--- src/design/vna_pkg.sv ---
`default_nettype none
// ----------------------------------------------------------------------------
// vna_pkg: shared types and constants of the vertex normal accumulator
// Holds the field widths, the arithmetic widths of the normalizing datapath,
// the sequencer step limits and the command and status types.
// ----------------------------------------------------------------------------
package vna_pkg;

  // Default sizes of the vertex tables.
  localparam int unsigned MAX_VERTICES_DEF = 4096;
  localparam int unsigned SUM_WIDTH_DEF    = 32;

  // Field widths.
  localparam int unsigned IDX_W  = 12;
  localparam int unsigned POS_W  = 24;
  localparam int unsigned NRM_W  = 16;
  localparam int unsigned EDGE_W = POS_W + 1;

  // Normalizer widths: vectors, magnitudes, partial products, squares, root.
  localparam int unsigned VEC_W  = 53;
  localparam int unsigned MAG_W  = VEC_W - 1;
  localparam int unsigned HALF_W = MAG_W / 2;
  localparam int unsigned MUL_W  = HALF_W + 1;
  localparam int unsigned PROD_W = 2 * MUL_W;
  localparam int unsigned SQ_W   = 2 * MAG_W + 2;
  localparam int unsigned ROOT_W = SQ_W / 2;
  localparam int unsigned REM_W  = ROOT_W + 3;
  localparam int unsigned DREM_W = ROOT_W + 1;

  // Sequencer step counter and the last step of each phase.
  localparam int unsigned STEP_W = 6;
  localparam logic [STEP_W-1:0] FETCH_LAST = 6'd3;
  localparam logic [STEP_W-1:0] CROSS_LAST = 6'd6;
  localparam logic [STEP_W-1:0] SQR_LAST   = 6'd9;
  localparam logic [STEP_W-1:0] SQRT_LAST  = STEP_W'(ROOT_W);
  localparam logic [STEP_W-1:0] DIV_LAST   = 6'd47;
  localparam logic [STEP_W-1:0] UPD_LAST   = 6'd5;

  // Largest Q1.15 magnitude, also the y of the default up normal.
  localparam logic signed [NRM_W-1:0] NRM_MAX = 16'sd32767;

  typedef enum logic [1:0] {
    OP_WRITE = 2'd0,
    OP_TRI   = 2'd1,
    OP_READ  = 2'd2,
    OP_NOP   = 2'd3
  } op_t;

  // Datapath phase selected by the controller.
  typedef enum logic [3:0] {
    PH_IDLE  = 4'd0,
    PH_CLEAR = 4'd1,
    PH_WRV   = 4'd2,
    PH_FETCH = 4'd3,
    PH_CROSS = 4'd4,
    PH_SQR   = 4'd5,
    PH_SQRT  = 4'd6,
    PH_DIV   = 4'd7,
    PH_UPD   = 4'd8
  } phase_t;

  typedef struct packed {
    phase_t            phase;
    logic [STEP_W-1:0] step;
    logic              load_in;
    logic              load_out;
  } cmd_t;

  typedef struct packed {
    logic clr_done;
    logic chk_ok;
    logic s_zero;
  } stat_t;

  // Squared-length terms: component and partial product of term t.
  function automatic logic [1:0] sq_comp(input logic [3:0] t);
    logic [1:0] c;
    case (t)
      4'd0, 4'd1, 4'd2: c = 2'd0;
      4'd3, 4'd4, 4'd5: c = 2'd1;
      default:          c = 2'd2;
    endcase
    return c;
  endfunction

  function automatic logic [1:0] sq_part(input logic [3:0] t);
    logic [1:0] p;
    case (t)
      4'd0, 4'd3, 4'd6: p = 2'd0;
      4'd1, 4'd4, 4'd7: p = 2'd1;
      default:          p = 2'd2;
    endcase
    return p;
  endfunction

endpackage
`default_nettype wire

--- src/design/vna_ctrl.sv ---
`default_nettype none
// ----------------------------------------------------------------------------
// vna_ctrl: sequencer of the vertex normal accumulator
// Walks a triangle through fetch, cross product, squared length, square root,
// division and sum update; reads skip cross and update. Owns both handshakes.
// ----------------------------------------------------------------------------
module vna_ctrl (
  input  logic           clk,
  input  logic           rst,
  input  logic           in_valid,
  output logic           in_ready,
  input  logic [1:0]     opcode,
  output logic           out_valid,
  input  logic           out_ready,
  output vna_pkg::cmd_t  cmd,
  input  vna_pkg::stat_t stat
);
  import vna_pkg::*;

  typedef enum logic [10:0] {
    S_CLEAR = 11'b00000000001,
    S_IDLE  = 11'b00000000010,
    S_WRV   = 11'b00000000100,
    S_FETCH = 11'b00000001000,
    S_CHECK = 11'b00000010000,
    S_CROSS = 11'b00000100000,
    S_SQR   = 11'b00001000000,
    S_SQRT  = 11'b00010000000,
    S_DIV   = 11'b00100000000,
    S_UPD   = 11'b01000000000,
    S_DONE  = 11'b10000000000
  } state_t;

  state_t            state, state_next;
  logic [STEP_W-1:0] step;
  op_t               op;
  logic              accept;
  logic              load_out;

  assign in_ready = (state == S_IDLE);
  assign accept   = in_valid && in_ready;
  assign load_out = (state == S_DONE) && (!out_valid || out_ready);

  // Next state.
  always_comb begin
    state_next = state;
    unique case (state)
      S_CLEAR: if (stat.clr_done) state_next = S_IDLE;
      S_IDLE: begin
        if (accept) begin
          case (op_t'(opcode))
            OP_WRITE:        state_next = S_WRV;
            OP_TRI, OP_READ: state_next = S_FETCH;
            default:         state_next = S_DONE;
          endcase
        end
      end
      S_WRV:   state_next = S_DONE;
      S_FETCH: if (step == FETCH_LAST) state_next = S_CHECK;
      S_CHECK: begin
        if (!stat.chk_ok) begin
          state_next = S_DONE;
        end else if (op == OP_TRI) begin
          state_next = S_CROSS;
        end else begin
          state_next = S_SQR;
        end
      end
      S_CROSS: if (step == CROSS_LAST) state_next = S_SQR;
      S_SQR:   if (step == SQR_LAST) state_next = S_SQRT;
      S_SQRT: begin
        if (step == '0 && stat.s_zero) begin
          state_next = S_DONE;
        end else if (step == SQRT_LAST) begin
          state_next = S_DIV;
        end
      end
      S_DIV: begin
        if (step == DIV_LAST) state_next = (op == OP_TRI) ? S_UPD : S_DONE;
      end
      S_UPD:  if (step == UPD_LAST) state_next = S_DONE;
      S_DONE: if (load_out) state_next = S_IDLE;
      default: state_next = S_CLEAR;
    endcase
  end

  // State, step counter, latched opcode and output valid.
  always_ff @(posedge clk) begin
    if (rst) begin
      state     <= S_CLEAR;
      step      <= '0;
      op        <= OP_NOP;
      out_valid <= 1'b0;
    end else begin
      state <= state_next;
      step  <= (state_next != state) ? '0 : step + 1'b1;
      if (accept) begin
        op <= op_t'(opcode);
      end
      if (load_out) begin
        out_valid <= 1'b1;
      end else if (out_ready) begin
        out_valid <= 1'b0;
      end
    end
  end

  // Phase decode for the datapath.
  always_comb begin
    cmd.step     = step;
    cmd.load_in  = accept;
    cmd.load_out = load_out;
    unique case (state)
      S_CLEAR: cmd.phase = PH_CLEAR;
      S_WRV:   cmd.phase = PH_WRV;
      S_FETCH: cmd.phase = PH_FETCH;
      S_CROSS: cmd.phase = PH_CROSS;
      S_SQR:   cmd.phase = PH_SQR;
      S_SQRT:  cmd.phase = PH_SQRT;
      S_DIV:   cmd.phase = PH_DIV;
      S_UPD:   cmd.phase = PH_UPD;
      default: cmd.phase = PH_IDLE;
    endcase
  end

endmodule
`default_nettype wire

--- config.mk ---
export PLATFORM = sky130hd
export DESIGN_NAME = vna_ctrl
export DESIGN_NICKNAME = d
export VERILOG_FILES = /design/src/design/vna_pkg.sv /design/src/design/vna_ctrl.sv
export SDC_FILE = /design/constraint.sdc
export NUM_CORES = 1
export LEC_CHECK = 0
export BUFFER_PORTS_ARGS = -buffer_cell sky130_fd_sc_hd__buf_4
export CAP_MARGIN = 30
export CORE_MARGIN = 4
export CORE_UTILIZATION = 45
export DETAILED_ROUTE_END_ITERATION = 12
export PLACE_DENSITY_LB_ADDON = 0.1
export SLEW_MARGIN = 20
export SYNTH_ARGS = -nofsm -noshare
export SYNTH_HDL_FRONTEND = slang
export SYNTH_SLANG_ARGS = --single-unit
--- constraint.sdc ---
create_clock -name clk -period 7.7 [get_ports clk]
set_input_delay 1.925 -clock clk [delete_from_list [all_inputs] [get_ports clk]]
set_output_delay 1.925 -clock clk [all_outputs]
set_load 0.02 [all_outputs]
=== After elaboration in Yosys (flattened, before gate mapping) ===
Cells that the tools add are included.

* Output and inout port bits: 14
* Input bits: 9
* Bits in registers: 20
* Word-level logic and storage cells: 54

* Add/sub/neg operators: 1
* Eq/ne operators: 21
* Multiplexer cells: 18
* Reduce and logical (&&, ||, !) cells: 10

{| class="wikitable"
|+ Operators by type and width
! kind !! number
|-
| 11-bit two-way mux || 12
|-
| 11-bit one-hot mux with 11 select lines || 1
|-
| 4-bit one-hot mux with 8 select lines || 1
|-
| 11-bit one-hot mux with 2 select lines || 1
|-
| 6-bit by 3-bit equality test with 1-bit output, second input constant || 2
|-
| 6-bit equality test, second input constant || 2
|-
| 11-bit by 1-bit equality test with 1-bit output, second input constant || 1
|-
| 11-bit by 10-bit equality test with 1-bit output, second input constant || 1
|-
| 11-bit equality test, second input constant || 1
|-
| 11-bit by 2-bit equality test with 1-bit output, second input constant || 1
|-
| 11-bit by 3-bit equality test with 1-bit output, second input constant || 1
|-
| 11-bit by 4-bit equality test with 1-bit output, second input constant || 1
|-
| 11-bit by 5-bit equality test with 1-bit output, second input constant || 1
|-
| 11-bit by 6-bit equality test with 1-bit output, second input constant || 1
|-
| 11-bit by 7-bit equality test with 1-bit output, second input constant || 1
|-
| 11-bit by 8-bit equality test with 1-bit output, second input constant || 1
|-
| 11-bit by 9-bit equality test with 1-bit output, second input constant || 1
|-
| 11-bit != test || 1
|-
| 7-bit two-way mux || 1
|-
| 6-bit by 1-bit adder with 6-bit output, second input constant || 1
|-
| 6-bit by 2-bit equality test with 1-bit output, second input constant || 1
|-
| 6-bit by 4-bit equality test with 1-bit output, second input constant || 1
|-
| 6-bit zero test || 1
|-
| 2-bit by 1-bit equality test with 1-bit output, second input constant || 2
|-
| 8 further kinds || 12
|}

=== Logic depth before layout (Yosys ltp) ===
* Depth in word-level cells: 7
* Gate-level depth with buffers: 8
* Mapped depth without buffers: 8

=== Least setup slack after synthesis ===
OpenSTA, ideal clock, no wires.

* Path kind: input to output
* Start: in out_ready
* End: out cmd[0] in the netlist's numbering
* Cell stages on the path: 4
* Data required time: 5.775 ns
* Arrival time: 2.472 ns
* Slack: 3.303 ns
* Cells stage by stage: or2b_1 > nand4_1 > inv_1 > buf_4

* Cells in the longest elaborated chain, start to end: 2

{| class="wikitable"
|+ RTL lines
! item !! RTL line !! RTL
|-
| from (decl) || vna_ctrl.sv:14 || <nowiki>input logic out_ready,</nowiki>
|-
| 1-bit logical OR || vna_ctrl.sv:42 || <nowiki>assign load_out = (state == S_DONE) && (!out_valid || out_ready);</nowiki>
|-
| 1-bit logical AND || vna_ctrl.sv:42 ||
|-
| to (decl) || vna_ctrl.sv:15 || <nowiki>output vna_pkg::cmd_t cmd,</nowiki>
|}

Every way passes these cells.

==> impl_metrics.env <==
export IMPL_diodes=0
export IMPL_fp_dieW_um=68.4
export IMPL_cpMaxStageDelayCell="or2b_1"
export IMPL_fin_crit_sh_pct=59.2
export IMPL_synthArstFlopShare_pct=0
export IMPL_via_count=1706
export IMPL_reg2reg_slack_ns=4.54
export IMPL_cp_max_fo=3
export IMPL_die_h_um=68.4
export IMPL_p_sw_mw=0.0736
export IMPL_vias_per_cell=6.34
export IMPL_worstHoldEndpoint="op[1]"
export IMPL_dieArea_um2=4670
export IMPL_final_min_clock_period_ns=4.56
export IMPL_rsz0062_at_grt="false"
export IMPL_cts_sinks=20
export IMPL_antenna_found_initial=0
export IMPL_synth_xor_area_share_pct=4.81
export IMPL_p_comb_share_pct=23.5
export IMPL_tightestPinTransition_ns=0.838
export IMPL_ff2ff_path_depth=6
export IMPL_root_buffer="clkbuf_4"
export IMPL_max_stage_delay_ns=0.25
export IMPL_ant_nets=0
export IMPL_clock_skew_ns=0.00249
export IMPL_coreArea_um2=3420
export IMPL_crit_type="input pin to output port"
export IMPL_synth_top_family_by_area="simple AND/OR/NAND/NOR gates"
export IMPL_yosysWarnings=0
export IMPL_netlist_area_leader_share_pct=24.4
export IMPL_ys_types=49
export IMPL_fmax_ghz=0.219
export IMPL_cp_end_kind="output port"
export IMPL_grt_start_max_net_pins=14
export IMPL_syn_avg_cell_area_um2=7.70
export IMPL_pwr_share_clk_pct=27.9
export IMPL_cts_resized=0
export IMPL_yosys_area_share_simple_pct=39.2
export IMPL_power_mw=0.232
export IMPL_hp_class="flop to flop"
export IMPL_pwr_share_seq_pct=48.6
export IMPL_dr_pass1_iters=4
export IMPL_intPower_mw=0.159
export IMPL_ios=23
export IMPL_first_iter_violations=202
export IMPL_synth_seq_cells=20
export IMPL_ctsHtreeMaxLevel=1
export IMPL_synthTopCellsByArea="dfxtp_1 24%, ha_1 4.6%, nor2_1 4.4%, nand4_1 4.2%, xnor2_1 3.7%"
export IMPL_wl_per_cell_um=17.5
export IMPL_fin_nets=239
export IMPL_layout_drive_gt1_share_pct=16.6
export IMPL_initial_core_util_pct=48.0
export IMPL_numCtsBuffers=3
export IMPL_synthAdderAreaFrac_pct=5.19
export IMPL_hpwl_um=3610
export IMPL_max_vdd_ir_drop_mv=0.0721
export IMPL_synth_cells=213
export IMPL_cts_buffer_depth=2
export IMPL_place_congestion=0.969
export IMPL_powerDensity_nw_per_um2=128
export IMPL_grt_pass1_vias=1673
export IMPL_grtUsageTotal_pct=22.0
export IMPL_synth_seq_area_share_pct=24.4
export IMPL_synth_fp_nets=228
export IMPL_synth_enable_flop_cells=0
export IMPL_cts_setup_buffers=0
export IMPL_relSlewSlack_pct=42.7
export IMPL_leakagePower_nw=0.725
export IMPL_final_hold_viol_count=0
export IMPL_r2r_end="step[3]"
export IMPL_drv_cap=0
export IMPL_r2r_start="state[9]"
export IMPL_path_cells="buf_4 -> or2b_1 -> nand4_1 -> inv_1 -> buf_4"
export IMPL_wirelength_um=4710
export IMPL_synthToLayoutAreaGrowth_pct=10.8
export IMPL_synthFlopType="dfxtp_1"
export IMPL_outcome="finished clean"
export IMPL_globalRouteOverflowTotal=0
export IMPL_yosysTopAreaCell="dfxtp_1"
export IMPL_synthMuxAreaShare_pct=0
export IMPL_drc=0
export IMPL_clkSlewWorstSetupHoldPaths_ns=0.12
export IMPL_row_count=21
export IMPL_cts_tree="yes"
export IMPL_tns_ns=0
export IMPL_crit_path_frequent_cell="buf_4"
export IMPL_hold_depth=1
export IMPL_syn_area_um2=1640
export IMPL_synth_commonest_cells="20 x dfxtp_1, 19 x nor2_1, 13 x inv_1, 12 x nand2_1"
export IMPL_hold_start="op[1]"
export IMPL_io_buffers=22
export IMPL_synth_compound_area_share_pct=18.4
export IMPL_switching_share_pct=31.7
export IMPL_startpoint_type="input pin"
export IMPL_slew_violations=0
export IMPL_cts_hold_buf=0
export IMPL_clock_latency_ns=0.31
export IMPL_crit_arrival_ns=2.63
export IMPL_setup_violations_final=0
export IMPL_grt_pass1_wl_um=7810
export IMPL_synth_most_common_cell="dfxtp_1"
export IMPL_crit_required_ns=5.78
-- through the flow --
| stage | instances | hold slack [ns] | util (%) | setup slack (ns) | instance area, um2 |
|---|---|---|---|---|---|
| after CTS | 269 | 0.476 | 53.2 | 3.13 | 1820 |
| after global placement | 265 | 0.440 | 52.1 | 3.17 | 1780 |
| after global routing | 269 | 0.509 | 53.2 | 3.07 | 1820 |
| after detailed placement | 265 | 0.445 | 52.1 | 3.14 | 1780 |
| after floorplan | 213 | 0.426 | - | 3.30 | 1640 |
| final | 269 | 0.469 | 53.2 | 3.14 | 1820 |
-- placed cells by master (no fill, tap or decap), types with 5 or more instances in the layout --
cell type  Yosys  routed
buf_4          3      22
dfxtp_1       20      20
nor2_1        19      19
inv_1         13      13
nand2_1       12      12
nor3_1        11      11
nand4_1       11      11
nor4_1         8       8
a21oi_1        8       8
xnor2_1        7       7
and2_1         7       7
nand3_1        6       6
ha_1           6       6
or3_1          5       5
-- worst max-delay path by stage --
stage | start | to | slack (ns) | depth (start not counted)
finish | out_ready | cmd[0] | 3.14 | 5
global route | out_ready | cmd[0] | 3.07 | 5
detailed placement | out_ready | cmd[0] | 3.14 | 5
CTS | out_ready | cmd[0] | 3.13 | 5
global placement | out_ready | cmd[0] | 3.17 | 5
floorplan | out_ready | cmd[0] | 3.30 | 4
-- metal layers --
metal	vias up	GRT usage [%]	part of all wire [%]
met5	-	0	0
met4	0	8.93	2.4
met3	16	4.11	9.0
li1	815	-	-
met2	92	34.7	47
met1	783	29.4	41
-- logic make-up after synthesis --
family,after synthesis
XOR/XNOR,9
AO/OA/AOI/OAI,42
flip-flops,20
AND/OR/NAND/NOR,106
adder cells (fa/ha/maj),7
buffers and inverters,29
-- area by class of cell --
type | count | area, um2
fillers | 335 | 1600
repair buffers | 22 | 165
flip-flops and latches | 20 | 400
well taps | 46 | 57.6
clock buffers | 4 | 36.3
multi-input cells | 164 | 1110
inverters | 13 | 48.8
-- registers in the layout (all words and copies together), names as in the netlist --
register and count:
op 2, out_valid 1, step 6, state 11
-- worst max-delay path, delay by kind of cell --
family	cells	cell delay [ns]
simple gates	2	0.40
buf+inv	3	0.30
-- power groups by stage --
| stage | Combinational (mW) | Sequential (mW) | Clock [mW] |
|---|---|---|---|
| 6_report | 0.0546 | 0.113 | 0.0648 |
| 5_1_grt | 0.0593 | 0.114 | 0.0697 |
| 4_1_cts | 0.0540 | 0.113 | 0.0673 |
| 3_5_place_dp | 0.0539 | 0.115 | 0 |
| 3_3_place_gp | 0.0532 | 0.115 | 0 |
| 2_1_floorplan | 0.0388 | 0.113 | 0 |
Power figures use the tool's default switching activity.
